==> src/rtl/dhpi_pkg.sv <==
`default_nettype none
package dhpi_pkg;

   // Channel count and index width.
   localparam int NCH  = 2;
   localparam int CH_W = 1;

   // Field widths fixed by the interface.
   localparam int TEMP_W  = 16;
   localparam int PGAIN_W = 18;
   localparam int IGAIN_W = 17;
   localparam int FF_W    = 17;
   localparam int OUT_W   = 17;

   // Internal arithmetic widths.
   localparam int ERR_W     = 17;  // setpoint minus sample, signed Q8.8
   localparam int ACC_W     = 24;  // clamped integrator, signed Q24
   localparam int SUM_W     = 38;  // duty and integrator sums before clamping
   localparam int DUTY_FRAC = 24;  // Q24 duty: 1.0 = 1 << 24
   localparam int MA_W      = 25;  // shared multiplier, operand A

   localparam int INTEG_LIMIT = 1 << 22;

   // Sample kind codes.
   localparam logic [1:0] KIND_NONE      = 2'd0;
   localparam logic [1:0] KIND_VALID     = 2'd1;
   localparam logic [1:0] KIND_NONFINITE = 2'd2;

   // Configuration port.
   localparam int CSR_IDX_W  = 3;
   localparam int CSR_DATA_W = 18;

   localparam logic [CSR_IDX_W-1:0] CSR_TARGET_TEMP_0  = 3'd0;
   localparam logic [CSR_IDX_W-1:0] CSR_TARGET_TEMP_1  = 3'd1;
   localparam logic [CSR_IDX_W-1:0] CSR_PROP_GAIN_0    = 3'd2;
   localparam logic [CSR_IDX_W-1:0] CSR_PROP_GAIN_1    = 3'd3;
   localparam logic [CSR_IDX_W-1:0] CSR_INTEG_GAIN_0   = 3'd4;
   localparam logic [CSR_IDX_W-1:0] CSR_INTEG_GAIN_1   = 3'd5;
   localparam logic [CSR_IDX_W-1:0] CSR_FEEDFWD_DUTY_0 = 3'd6;
   localparam logic [CSR_IDX_W-1:0] CSR_FEEDFWD_DUTY_1 = 3'd7;

   // Register reset values.
   localparam logic [TEMP_W-1:0]  RST_TARGET_TEMP  = 16'd14080;
   localparam logic [PGAIN_W-1:0] RST_PROP_GAIN    = 18'd65536;
   localparam logic [IGAIN_W-1:0] RST_INTEG_GAIN   = 17'd1638;
   localparam logic [FF_W-1:0]    RST_FEEDFWD_DUTY = 17'd3277;

   typedef struct packed {
      logic [NCH-1:0][TEMP_W-1:0]  target_temp;
      logic [NCH-1:0][PGAIN_W-1:0] prop_gain;
      logic [NCH-1:0][IGAIN_W-1:0] integ_gain;
      logic [NCH-1:0][FF_W-1:0]    feedfwd_duty;
   } cfg_type;

   typedef struct packed {
      logic [1:0]               sample_kind_0;
      logic signed [TEMP_W-1:0] sample_temp_0;
      logic [1:0]               sample_kind_1;
      logic signed [TEMP_W-1:0] sample_temp_1;
   } req_type;

   typedef struct packed {
      logic             heater_level_0;
      logic             heater_level_1;
      logic [OUT_W-1:0] on_time_us_0;
      logic [OUT_W-1:0] on_time_us_1;
      logic             at_target_0;
      logic             at_target_1;
      logic [OUT_W-1:0] next_delay_us;
   } rsp_type;

endpackage
`default_nettype wire

==> src/rtl/dual_heater_pi_time_proportioning.sv <==
// Each channel takes the short path through CHAN alone when its heater is on or it has no
//   usable sample, and the PI path from CHAN to ONTIME otherwise; DELAY and FINISH follow.
// Transactions run one at a time through the single shared multiplier, which serves
//   the integral, proportional and on-time products of both channels in turn.
// Reset: synchronous, active high; heaters off, integrators, on-times and flags cleared,
//   configuration registers loaded with their default values.
`default_nettype none
module dual_heater_pi_time_proportioning
   import dhpi_pkg::*;
#(
   parameter int PERIOD_US    = 100000,
   parameter int TARGET_BAND  = 640,
   parameter int MIN_DELAY_US = 1000
) (
   input  wire logic                  clock,
   input  wire logic                  reset,
   input  wire logic                  req_valid,
   output logic                       req_ready,
   input  wire req_type               req_data,
   output logic                       rsp_valid,
   input  wire logic                  rsp_ready,
   output rsp_type                    rsp_data,
   input  wire logic                  csr_write_en,
   input  wire logic [CSR_IDX_W-1:0]  csr_index,
   input  wire logic [CSR_DATA_W-1:0] csr_wdata
);

   // Width of on-time values and of the period itself.
   localparam int PW   = $clog2(PERIOD_US + 1);
   localparam int MW   = $clog2(MIN_DELAY_US + 1);
   localparam int DW   = (PW > MW) ? PW : MW;
   // Operand B carries a gain (up to 18 bits) or the period, always as a positive value.
   localparam int MB_W = (PW + 1 > PGAIN_W + 1) ? PW + 1 : PGAIN_W + 1;
   localparam int MP_W = MA_W + MB_W;

   localparam logic [PW-1:0]           PERIOD   = PW'(PERIOD_US);
   localparam logic signed [SUM_W-1:0] LIM_SUM  = SUM_W'(INTEG_LIMIT);
   localparam logic signed [ACC_W-1:0] LIM_ACC  = ACC_W'(INTEG_LIMIT);

   // The sequencer walks channel 0 and then channel 1. For a channel that runs the loop:
   // CHAN forms the error, MUL_I issues error times integral gain, ACC updates the clamped
   // integrator and issues error times proportional gain, SUM forms the Q24 duty, MUL_T
   // issues duty times period and ONTIME stores the on-time, the band flag and the heater.
   // DELAY then scans both channels for the shortest remainder, and FINISH loads the
   // result register once it is free.
   typedef enum logic [3:0] {
      S_IDLE,
      S_CHAN,
      S_MUL_I,
      S_ACC,
      S_SUM,
      S_MUL_T,
      S_ONTIME,
      S_DELAY,
      S_FINISH
   } state_type;

   cfg_type cfg;

   state_type             state_ff, state_in;
   logic [CH_W-1:0]       ch_ff, ch_in;
   req_type               req_ff, req_in;

   logic                  heater_ff [NCH];
   logic                  heater_in [NCH];
   logic signed [ACC_W-1:0] acc_ff [NCH];
   logic signed [ACC_W-1:0] acc_in [NCH];
   logic [PW-1:0]         ot_ff [NCH];
   logic [PW-1:0]         ot_in [NCH];
   logic                  tgt_ff [NCH];
   logic                  tgt_in [NCH];

   logic signed [ERR_W-1:0] err_ff, err_in;
   logic [DUTY_FRAC-1:0]  duty_ff, duty_in;
   logic                  duty_pos_ff, duty_pos_in;
   logic                  duty_big_ff, duty_big_in;
   logic                  near_ff, near_in;
   logic [PW-1:0]         next_ff, next_in;

   logic                  rsp_valid_ff, rsp_valid_in;
   rsp_type               rsp_data_ff, rsp_data_in;

   // Shared multiplier.
   logic signed [MA_W-1:0] mul_a;
   logic signed [MB_W-1:0] mul_b;
   logic signed [MP_W-1:0] prod;

   // Per-channel views selected by the channel counter.
   logic [1:0]               smp_kind;
   logic signed [TEMP_W-1:0] smp_temp;
   logic signed [TEMP_W-1:0] set_temp;
   logic signed [ERR_W-1:0]  err_calc;
   logic signed [SUM_W-1:0]  acc_sum;
   logic signed [ACC_W-1:0]  acc_clamp;
   logic signed [SUM_W-1:0]  duty_sum;
   logic [ERR_W-1:0]         err_mag;
   logic [PW-1:0]            ot_calc;
   logic [PW-1:0]            delay_cand;
   logic [DW-1:0]            delay_out;
   logic                     ch_last;

   dhpi_csr u_csr (
      .clock        (clock),
      .reset        (reset),
      .csr_write_en (csr_write_en),
      .csr_index    (csr_index),
      .csr_wdata    (csr_wdata),
      .cfg          (cfg)
   );

   dhpi_mul #(
      .A_W (MA_W),
      .B_W (MB_W)
   ) u_mul (
      .clock (clock),
      .op_a  (mul_a),
      .op_b  (mul_b),
      .prod  (prod)
   );

   assign ch_last  = (ch_ff == CH_W'(NCH - 1));
   assign smp_kind = ch_ff ? req_ff.sample_kind_1 : req_ff.sample_kind_0;
   assign smp_temp = ch_ff ? req_ff.sample_temp_1 : req_ff.sample_temp_0;
   assign set_temp = $signed(cfg.target_temp[ch_ff]);
   assign err_calc = ERR_W'(set_temp) - ERR_W'(smp_temp);

   // Operand selection: the gains and the period are always positive, so they are
   // zero-extended; the error is sign-extended and the duty is known to be positive.
   always_comb begin
      case (state_ff)
         S_MUL_I: begin
            mul_a = MA_W'(err_ff);
            mul_b = MB_W'(cfg.integ_gain[ch_ff]);
         end
         S_MUL_T: begin
            mul_a = MA_W'(duty_ff);
            mul_b = MB_W'(PERIOD);
         end
         default: begin
            mul_a = MA_W'(err_ff);
            mul_b = MB_W'(cfg.prop_gain[ch_ff]);
         end
      endcase
   end

   // Integrator update, clamped to plus or minus one quarter of full duty.
   assign acc_sum = SUM_W'(acc_ff[ch_ff]) + SUM_W'(prod);
   always_comb begin
      if (acc_sum > LIM_SUM) begin
         acc_clamp = LIM_ACC;
      end else if (acc_sum < -LIM_SUM) begin
         acc_clamp = -LIM_ACC;
      end else begin
         acc_clamp = ACC_W'(acc_sum);
      end
   end

   // Q24 duty: feedforward raised from Q16, plus the proportional term and the integrator.
   assign duty_sum = SUM_W'($signed({1'b0, cfg.feedfwd_duty[ch_ff], 8'd0}))
                   + SUM_W'(prod) + SUM_W'(acc_ff[ch_ff]);

   assign err_mag = err_ff[ERR_W-1] ? ERR_W'(-err_ff) : ERR_W'(err_ff);

   // A duty of one or more always clamps to the full period, so the multiplier's product
   // is used only for a duty below one, and then never exceeds the period.
   always_comb begin
      if (!duty_pos_ff) begin
         ot_calc = '0;
      end else if (duty_big_ff) begin
         ot_calc = PERIOD;
      end else begin
         ot_calc = prod[DUTY_FRAC +: PW];
      end
   end

   // Remaining time of the channel under the scan: on-time while the heater is on,
   // otherwise the rest of the period.
   assign delay_cand = heater_ff[ch_ff] ? ot_ff[ch_ff] : PERIOD - ot_ff[ch_ff];
   assign delay_out  = (DW'(next_ff) < DW'(MIN_DELAY_US)) ? DW'(MIN_DELAY_US) : DW'(next_ff);

   always_comb begin
      state_in     = state_ff;
      ch_in        = ch_ff;
      req_in       = req_ff;
      heater_in    = heater_ff;
      acc_in       = acc_ff;
      ot_in        = ot_ff;
      tgt_in       = tgt_ff;
      err_in       = err_ff;
      duty_in      = duty_ff;
      duty_pos_in  = duty_pos_ff;
      duty_big_in  = duty_big_ff;
      near_in      = near_ff;
      next_in      = next_ff;
      rsp_valid_in = rsp_valid_ff && !rsp_ready;
      rsp_data_in  = rsp_data_ff;

      case (state_ff)
         S_IDLE: begin
            if (req_valid) begin
               req_in   = req_data;
               ch_in    = '0;
               state_in = S_CHAN;
            end
         end
         S_CHAN: begin
            err_in = err_calc;
            if (heater_ff[ch_ff] || smp_kind != KIND_VALID) begin
               // A heater that is on is switched off and the sample is dropped; a missing
               // or non-finite sample leaves the channel as it is.
               heater_in[ch_ff] = 1'b0;
               if (ch_last) begin
                  ch_in    = '0;
                  next_in  = PERIOD;
                  state_in = S_DELAY;
               end else begin
                  ch_in = ch_ff + 1'b1;
               end
            end else begin
               state_in = S_MUL_I;
            end
         end
         S_MUL_I: begin
            state_in = S_ACC;
         end
         S_ACC: begin
            acc_in[ch_ff] = acc_clamp;
            state_in      = S_SUM;
         end
         S_SUM: begin
            duty_in     = duty_sum[DUTY_FRAC-1:0];
            duty_pos_in = !duty_sum[SUM_W-1] && (|duty_sum);
            duty_big_in = !duty_sum[SUM_W-1] && (|duty_sum[SUM_W-2:DUTY_FRAC]);
            near_in     = ({1'b0, err_mag} < (ERR_W + 1)'(TARGET_BAND));
            state_in    = S_MUL_T;
         end
         S_MUL_T: begin
            state_in = S_ONTIME;
         end
         S_ONTIME: begin
            ot_in[ch_ff]     = ot_calc;
            tgt_in[ch_ff]    = near_ff;
            heater_in[ch_ff] = (ot_calc != '0);
            if (ch_last) begin
               ch_in    = '0;
               next_in  = PERIOD;
               state_in = S_DELAY;
            end else begin
               ch_in    = ch_ff + 1'b1;
               state_in = S_CHAN;
            end
         end
         S_DELAY: begin
            if (delay_cand != '0 && delay_cand < next_ff) begin
               next_in = delay_cand;
            end
            if (ch_last) begin
               ch_in    = '0;
               state_in = S_FINISH;
            end else begin
               ch_in = ch_ff + 1'b1;
            end
         end
         S_FINISH: begin
            // Wait here only while an earlier result has not been taken.
            if (!rsp_valid_ff || rsp_ready) begin
               rsp_valid_in                = 1'b1;
               rsp_data_in.heater_level_0  = heater_ff[0];
               rsp_data_in.heater_level_1  = heater_ff[1];
               rsp_data_in.on_time_us_0    = OUT_W'(ot_ff[0]);
               rsp_data_in.on_time_us_1    = OUT_W'(ot_ff[1]);
               rsp_data_in.at_target_0     = tgt_ff[0];
               rsp_data_in.at_target_1     = tgt_ff[1];
               rsp_data_in.next_delay_us   = OUT_W'(delay_out);
               state_in                    = S_IDLE;
            end
         end
         default: begin
            state_in = S_IDLE;
         end
      endcase
   end

   always_ff @(posedge clock) begin
      if (reset) begin
         state_ff     <= S_IDLE;
         ch_ff        <= '0;
         rsp_valid_ff <= 1'b0;
         for (int c = 0; c < NCH; c++) begin
            heater_ff[c] <= 1'b0;
            acc_ff[c]    <= '0;
            ot_ff[c]     <= '0;
            tgt_ff[c]    <= 1'b0;
         end
      end else begin
         state_ff     <= state_in;
         ch_ff        <= ch_in;
         rsp_valid_ff <= rsp_valid_in;
         heater_ff    <= heater_in;
         acc_ff       <= acc_in;
         ot_ff        <= ot_in;
         tgt_ff       <= tgt_in;
      end
      req_ff      <= req_in;
      err_ff      <= err_in;
      duty_ff     <= duty_in;
      duty_pos_ff <= duty_pos_in;
      duty_big_ff <= duty_big_in;
      near_ff     <= near_in;
      next_ff     <= next_in;
      rsp_data_ff <= rsp_data_in;
   end

   // New transactions are taken only between items; a finished result may still be
   // waiting in the output register while the next one is accepted.
   assign req_ready = (state_ff == S_IDLE);
   assign rsp_valid = rsp_valid_ff;
   assign rsp_data  = rsp_data_ff;

`ifndef NO_ASSERTIONS
   // The integrator never leaves its clamp range.
   a_acc_bounded: assert property (@(posedge clock) disable iff (reset)
      acc_ff[0] <= LIM_ACC && acc_ff[0] >= -LIM_ACC &&
      acc_ff[1] <= LIM_ACC && acc_ff[1] >= -LIM_ACC)
      else $error("integrator outside clamp range");

   // Held on-times never exceed the period.
   a_ot_bounded: assert property (@(posedge clock) disable iff (reset)
      ot_ff[0] <= PERIOD && ot_ff[1] <= PERIOD)
      else $error("on-time above period");

   // A heater is only on with a nonzero on-time behind it.
   a_heater_ot: assert property (@(posedge clock) disable iff (reset)
      (heater_ff[0] |-> ot_ff[0] != '0) and (heater_ff[1] |-> ot_ff[1] != '0))
      else $error("heater on with zero on-time");

   // An accepted transaction always starts its walk at channel 0.
   a_start_ch0: assert property (@(posedge clock) disable iff (reset)
      req_valid && req_ready |=> state_ff == S_CHAN && ch_ff == '0)
      else $error("sequencer did not start at channel 0");
`endif

endmodule
`default_nettype wire

==> src/rtl/dhpi_csr.sv <==
`default_nettype none
module dhpi_csr
   import dhpi_pkg::*;
(
   input  wire logic                  clock,
   input  wire logic                  reset,
   input  wire logic                  csr_write_en,
   input  wire logic [CSR_IDX_W-1:0]  csr_index,
   input  wire logic [CSR_DATA_W-1:0] csr_wdata,
   output cfg_type                    cfg
);

   cfg_type cfg_ff;

   always_ff @(posedge clock) begin
      if (reset) begin
         for (int c = 0; c < NCH; c++) begin
            cfg_ff.target_temp[c]  <= RST_TARGET_TEMP;
            cfg_ff.prop_gain[c]    <= RST_PROP_GAIN;
            cfg_ff.integ_gain[c]   <= RST_INTEG_GAIN;
            cfg_ff.feedfwd_duty[c] <= RST_FEEDFWD_DUTY;
         end
      end else if (csr_write_en) begin
         case (csr_index)
            CSR_TARGET_TEMP_0:  cfg_ff.target_temp[0]  <= csr_wdata[TEMP_W-1:0];
            CSR_TARGET_TEMP_1:  cfg_ff.target_temp[1]  <= csr_wdata[TEMP_W-1:0];
            CSR_PROP_GAIN_0:    cfg_ff.prop_gain[0]    <= csr_wdata[PGAIN_W-1:0];
            CSR_PROP_GAIN_1:    cfg_ff.prop_gain[1]    <= csr_wdata[PGAIN_W-1:0];
            CSR_INTEG_GAIN_0:   cfg_ff.integ_gain[0]   <= csr_wdata[IGAIN_W-1:0];
            CSR_INTEG_GAIN_1:   cfg_ff.integ_gain[1]   <= csr_wdata[IGAIN_W-1:0];
            CSR_FEEDFWD_DUTY_0: cfg_ff.feedfwd_duty[0] <= csr_wdata[FF_W-1:0];
            CSR_FEEDFWD_DUTY_1: cfg_ff.feedfwd_duty[1] <= csr_wdata[FF_W-1:0];
            default: begin
            end
         endcase
      end
   end

   assign cfg = cfg_ff;

endmodule
`default_nettype wire

==> src/rtl/dhpi_mul.sv <==
`default_nettype none
module dhpi_mul #(
   parameter int A_W = 25,
   parameter int B_W = 21
) (
   input  wire logic                    clock,
   input  wire logic signed [A_W-1:0]   op_a,
   input  wire logic signed [B_W-1:0]   op_b,
   output logic signed [A_W+B_W-1:0]    prod
);

   // Product is registered so the consumer sees it in the cycle after issue.
   logic signed [A_W+B_W-1:0] prod_ff;

   always_ff @(posedge clock) begin
      prod_ff <= op_a * op_b;
   end

   assign prod = prod_ff;

endmodule
`default_nettype wire

==> config.mk <==
export PLATFORM = sky130hd
export DESIGN_NAME = dual_heater_pi_time_proportioning
export DESIGN_NICKNAME = d
export VERILOG_FILES = /design/src/rtl/dhpi_pkg.sv /design/src/rtl/dual_heater_pi_time_proportioning.sv /design/src/rtl/dhpi_csr.sv /design/src/rtl/dhpi_mul.sv
export SDC_FILE = /design/constraint.sdc
export NUM_CORES = 2
export LEC_CHECK = 0
export BUFFER_PORTS_ARGS = -buffer_cell sky130_fd_sc_hd__buf_2
export CAP_MARGIN = 25
export CORE_ASPECT_RATIO = 1.25
export CORE_MARGIN = 1
export CORE_UTILIZATION = 40
export CTS_CLUSTER_DIAMETER = 30
export CTS_CLUSTER_SIZE = 24
export DETAILED_ROUTE_END_ITERATION = 8
export GPL_TIMING_DRIVEN = 1
export PLACE_DENSITY = 0.56
export SYNTH_ARGS = -nofsm -noshare
export SYNTH_HDL_FRONTEND = slang
export SYNTH_SLANG_ARGS = --single-unit
==> constraint.sdc <==
create_clock -name clock -period 28.5 [get_ports clock]
set_input_delay 1.425 -clock clock [delete_from_list [all_inputs] [get_ports clock]]
set_output_delay 1.425 -clock clock [all_outputs]
set_load 0.1 [all_outputs]
# Yosys cells after proc, flatten, opt, wreduce, memory -nomap -nowiden
# Index checks and enable logic that the tools add are counted.
[totals]
regBits = 421
inputBits = 62
[op_classes]
add_sub_neg = 7
n_mul = 1
n_lt_le_gt_ge = 8
n_eq_ne = 22
muxes = 56
n_bitwise = 3
n_reduce_logical = 34
[ops]
columns = ["operator", "count"]
rows = [
  ["$mux W17", 15],
  ["$mux W24", 6],
  ["$pmux W17 S3", 1],
  ["$bwmux W48", 1],
  ["$mux W16", 3],
  ["$mul A25 B19 Y41", 1],
  ["$add A24 B38 Y38", 1],
  ["$add A26 B38 Y38", 1],
  ["$add A38 B24 Y38", 1],
  ["$gt A38 B24 Y1 const B", 1],
  ["$lt A38 B23 Y1 const B", 1],
  ["$reduce_or A38 Y1", 1],
  ["$mux W18", 2],
  ["$pmux W18 S2", 1],
  ["$pmux W4 S9", 1],
  ["$bwmux W34", 1],
  ["$lt A17 B10 Y1 const B", 2],
  ["$reduce_bool A17 Y1", 2],
  ["$mux W25", 1],
  ["$demux W24 S1", 1],
  ["$reduce_and A2 Y1", 11],
  ["$mux W4", 5],
  ["$demux W17 S1", 1],
  ["$lt A17 B17 Y1", 1],
  ["38 further kinds", 69],
]

# Logic depth before layout (Yosys ltp)
[logic_depth]
depth_word = 10
ltp_mapped = 34

# By module
# A second synthesis with hierarchy kept.
[hier_totals]
cells_unflattened = 4293
area_unflattened_um2 = 40677.8
[by_module_without_submodules]
columns = ["module", "n_inst", "cells_each", "area_per_inst_um2"]
rows = [
  ["dhpi_mul", 1, 1896, 17829.6],
  ["dual_heater_pi_time_proportioning", 1, 1907, 17536.8],
  ["dhpi_csr", 1, 490, 5311.3],
]

# Least setup slack after synthesis
# Ideal clock, no wire load.
[synth_path]
path_kind = "reg2reg"
start = "register ch_ff"
end = "register u_mul.prod_ff[39], in the netlist u_mul.prod[39]"
arrival_time_ns = 8.917
required_time_ns = 28.428
path_slack_ns = 19.511
path_stages_with_launch = 33
path_buffers = 7
period_less_slack_ns = 8.989
path_cell_list = "dfxtp_1 clkbuf_1 buf_1 clkbuf_1 clkbuf_1 buf_2 clkbuf_1 mux2i_1 o22a_1 clkbuf_1 nor2_1 fa_1 fa_1 inv_1 fa_1 inv_1 fa_1 fa_1 inv_1 fa_1 inv_1 ha_1 a21o_1 a21o_1 a21o_1 a221o_1 a221oi_1 o21ai_0 a41o_1 o41ai_1 o21bai_1 a21oi_1 xnor2_1"
[synth_between]
elab_chain_len = 4
[synth_rtl]
columns = ["item", "line_no", "rtl"]
rows = [
  ["from (decl)", "dual_heater_pi_time_proportioning.sv:61", "logic [CH_W-1:0] ch_ff, ch_in;"],
  ["from (signal assigned)", "dual_heater_pi_time_proportioning.sv:297", "ch_ff <= ch_in;"],
  ["$mux W18 (implied by the code) / $mux W17 (equally long branches) (2 in series)", "dual_heater_pi_time_proportioning.sv:141, dual_heater_pi_time_proportioning.sv:133", ""],
  ["$pmux W18 S2 (*)", "dual_heater_pi_time_proportioning.sv:130", "case (state_ff)"],
  ["$mul A25 B19 Y41 (*)", "dhpi_mul.sv:16", "prod_ff <= op_a * op_b;"],
  ["to (signal assigned)", "dhpi_mul.sv:16", ""],
  ["to (decl)", "dhpi_mul.sv:13", "logic signed [A_W+B_W-1:0] prod_ff;"],
]
# Every way passes the cells marked *; elsewhere a longest branch is shown, timed or not. The select of a mux whose other input is x is not followed.
# A chain may end at the register's enable or synchronous reset.

# Worst setup path in the final report
[layout_path]
start = "register state_ff[0]"
end = "register u_mul.prod_ff[39], in the netlist u_mul.prod[39]"
[layout_between]
elab_chain_len = 3
[layout_rtl]
columns = ["item", "line_no", "rtl"]
rows = [
  ["from (decl)", "dual_heater_pi_time_proportioning.sv:60", "state_type state_ff, state_in;"],
  ["from (signal assigned)", "dual_heater_pi_time_proportioning.sv:296", "state_ff <= state_in;"],
  ["$eq A4 B3 Y1 / $eq A4 B2 Y1 (equally long branches)", "dual_heater_pi_time_proportioning.sv:130", ""],
  ["$pmux W18 S2 / $mux W25 (equally long branches)", "dual_heater_pi_time_proportioning.sv:130", ""],
  ["$mul A25 B19 Y41 (*)", "dhpi_mul.sv:16", ""],
]
# Every way passes the cells marked *; elsewhere a longest branch is shown, timed or not.

==> impl_metrics.toml <==
[run_status]
status = "finished clean"

[route]
route.vias.total = 29100
wl_per_cell_um = 20.9
first_pass_iters = 6
drt_iter0_drc = 1942
wirelength_mm = 114
vias_per_cell = 5.32
drcViolationCount = 0
antenna_left = 0

[yosys]
syn_inst = 4109
syn_avg_cell_area_um2 = 9.15
yosysWarnings = 0
synthFlopType = "dfxtp_1"
synth_nets = 4845
synth-compound-area-share_pct = 11.5
synth_fa_ha_area_share_pct = 31.6
synthXorXnorAreaFrac_pct = 2.77
synth.distinct_cells = 81
synthSimpleGateAreaFrac_pct = 14.8
synth_edf_count = 152
ys_seq_area_share_pct = 26.5
async_flop_share_pct = 0
synth_seq_cells = 421
synth_top_family_by_area = "adder cells"
muxShareOfSynthArea_pct = 4.64
syn-cell-area_mm2 = 0.0376

[pwr]
power-per-cell-area_mw_per_mm2 = 131
peakVddDrop_mv = 0.122
leakagePower_nw = 19.0

[die]
dieWidth_um = 276
rows = 125
die-area_mm2 = 0.0953
start_util_pct = 40.4
fp.dieH_um = 345
io_pins = 119
core-area_mm2 = 0.0931

[setup_path]
cpMaxStageDelayCell = "mux2i_1"
critPathLaunchType = "flop"
worst-setup-path-type = "reg -> reg"
crit_fanout = 64
cp_common_cell = "fa_1"
cp.required_ns = 29.03
max_stage_delay_ns = 0.94
worstPathArrival_ns = 9.93
crit_path_end_kind = "flop"
crit_path_start = "state_ff[0]"
critPathTopFamily = "adder cells"
worstPathBufferInverterCount = 5
reg2reg_from = "state_ff[0]"

[timing]
final_hold_viol_count = 0
worst_clock_skew_ns = 0.0297
setup_viol = 0
slew_violations = 0
period_share_pct = 33.0
period_needed_ns = 9.41
tns_ns = 0
worst_pin_slew_ns = 1.09
slew_headroom_pct = 27.4
fmax_mhz = 106
rsz0062_at_grt = "no"

[placed_design]
io_buffers = 118
dp_hpwl_mm = 89.1
place_congestion = 0.926
dp_cells = 5302

[run]
maxCapViolations = 0

[global_routing]
grt_max_degree = 83
overflow = 0
grt-busiest-layer = "met2"
grtUsageMet3_pct = 3.52
grtUsageMet2_pct = 43.3
grt_pass1_wl_mm = 177
grt_util_all_layers_pct = 24.3
antenna_found_initial = 0
globalRouteMet1Util_pct = 28.9
grt_pass1_vias = 30200

[final_layout]
diodes = 0
area_growth_pct = 12.9
drive_above_1_share_pct = 10.6
final-instance-count-excl-fill = 5466
nets = 4925
fill_cells = 9091

[worst_hold_path]
min_from = "tgt_ff[1]"
hold_path_class = "reg -> reg"

[clock_tree]
cts_setup_buffers = 0
root_buffer = "clkbuf_16"
tritoncts = "yes"
cts_buffer_depth = 3
cts_buffers = 86
clock_latency_ns = 0.62
cts-hold-fix-buffers = 0
cts.sinks = 421
path_clk_slew_ns = 0.05
cts-resized-gates = 0
htree_levels = 3
==> worst reg2reg max path, cell delays in order (launching register included) <==
cell and delay, ns:
dfxtp_1 0.66, nand2b_1 0.42, nor2_4 0.19, buf_4 0.66
mux2i_1 0.98, nor2_1 0.14, fa_1 0.52, inv_1 0.06
fa_1 0.44, fa_1 0.52, inv_1 0.06, fa_1 0.48
fa_1 0.54, inv_1 0.05, fa_1 0.49, inv_1 0.04
ha_1 0.36, a21o_1 0.19, a21o_1 0.17, a21o_1 0.20
a221o_1 0.31, a221oi_1 0.43, o21ai_0 0.25, a41o_1 0.31
o41ai_1 0.43, o21bai_1 0.11, a21oi_1 0.18, xnor2_1 0.13
==> synth_stat cells, types with 81 or more instances <==
| cell type | number | area [µm²] |
|---|---|---|
| nand2_1 | 586 | 2200 |
| nor2_1 | 331 | 1240 |
| edfxtp_1 | 152 | 4560 |
| fa_1 | 462 | 9250 |
| o21ai_0 | 88 | 440 |
| mux2i_1 | 81 | 811 |
| xnor2_1 | 87 | 762 |
| inv_1 | 617 | 2320 |
| clkbuf_1 | 151 | 567 |
| a21oi_1 | 287 | 1440 |
| ha_1 | 212 | 2650 |
| dfxtp_1 | 269 | 5390 |
==> final timing paths <==
| path | endpoint | slack, ns | cells after the start |
|---|---|---|---|
| max reg2reg | u_mul.prod[39] | 19.09 | 27 |
| min | rsp_data[18] | 0.44 | 0 |
| min reg2reg | rsp_data[18] | 0.44 | 0 |
| max | u_mul.prod[39] | 19.09 | 27 |
==> placed cells by master (no fill, tap or decap), types with 15 or more instances in the layout <==
cell type / synthesis / routed
xor2_1: 32 / 32
edfxtp_1: 152 / 152
a22o_1: 44 / 44
a31oi_1: 20 / 20
ha_1: 212 / 212
nand3_1: 71 / 71
clkinv_2: 0 / 17
a211oi_1: 22 / 22
buf_4: 0 / 54
nand2b_1: 23 / 23
nand4_1: 15 / 15
fa_1: 462 / 462
nand2_1: 586 / 586
a21oi_1: 287 / 286
nor2_1: 331 / 326
a21boi_0: 21 / 21
inv_1: 617 / 617
mux2i_1: 81 / 81
nor3_1: 38 / 35
o21ai_0: 88 / 86
o21bai_1: 19 / 19
o21a_1: 17 / 17
mux2_2: 71 / 71
xnor2_1: 87 / 87
a21o_1: 45 / 45
and2_1: 30 / 29
nand3b_1: 44 / 44
dfxtp_1: 269 / 268
nor2b_1: 23 / 23
buf_2: 2 / 118
clkbuf_16: 0 / 88
nor4_1: 18 / 17
==> cell families after synthesis <==
kind of cell	Yosys count
compound gates	677
fa+ha+maj	674
flops	421
simple gates	1256
buf+inv	804
mux	158
xor+xnor	119
==> per-stage QoR <==
| step | util (%) | setup WS, ns | total power, W | hold slack (ns) | instance area (µm²) |
|---|---|---|---|---|---|
| after floorplan | - | 19.51 | 0.00348 | 0.408 | 37600 |
| final | 45.6 | 19.09 | 0.00558 | 0.436 | 42400 |
| after global placement | 42.4 | 18.84 | 0.00457 | 0.423 | 39400 |
| after CTS | 45.6 | 19.04 | 0.00563 | 0.438 | 42400 |
| after global routing | 45.6 | 18.51 | 0.00609 | 0.451 | 42400 |
| after detailed placement | 42.5 | 19.13 | 0.00459 | 0.428 | 39500 |
==> report_power, final <==
group,switching [W],internal [W]
clock network,0.000345,0.000640
registers,0.000107,0.000769
logic,0.00228,0.00143
==> layout make-up <==
type	count	area (µm²)	share of cell area, %
Multi-Input combinational cell	2884	24700	58.2
Timing Repair Buffer	178	1080	2.55
Sequential cell	421	9950	23.4
Inverter	618	2320	5.46
Clock inverter	64	634	1.49
Clock buffer	95	2260	5.32
Tap cell	1206	1510	3.55
==> layer usage <==
layer  wire, µm  share of wire, %
met5          0                 0
met4       5540               4.8
met3       5550               4.9
met2      57000                50
met1      46200                40
==> state kept, by name (all words and copies together), names as in the netlist <==
name and count:
u_csr.cfg 136, rsp_data 55, acc_ff 48, u_mul.prod 41
req_ff 36, ot_ff 34, duty_ff 24, err_ff 17
next_ff 17, state_ff 4, heater_ff 2, tgt_ff 2
ch_ff 1, duty_big_ff 1, duty_pos_ff 1, near_ff 1
rsp_valid 1
Power figures use the tool's default switching activity.
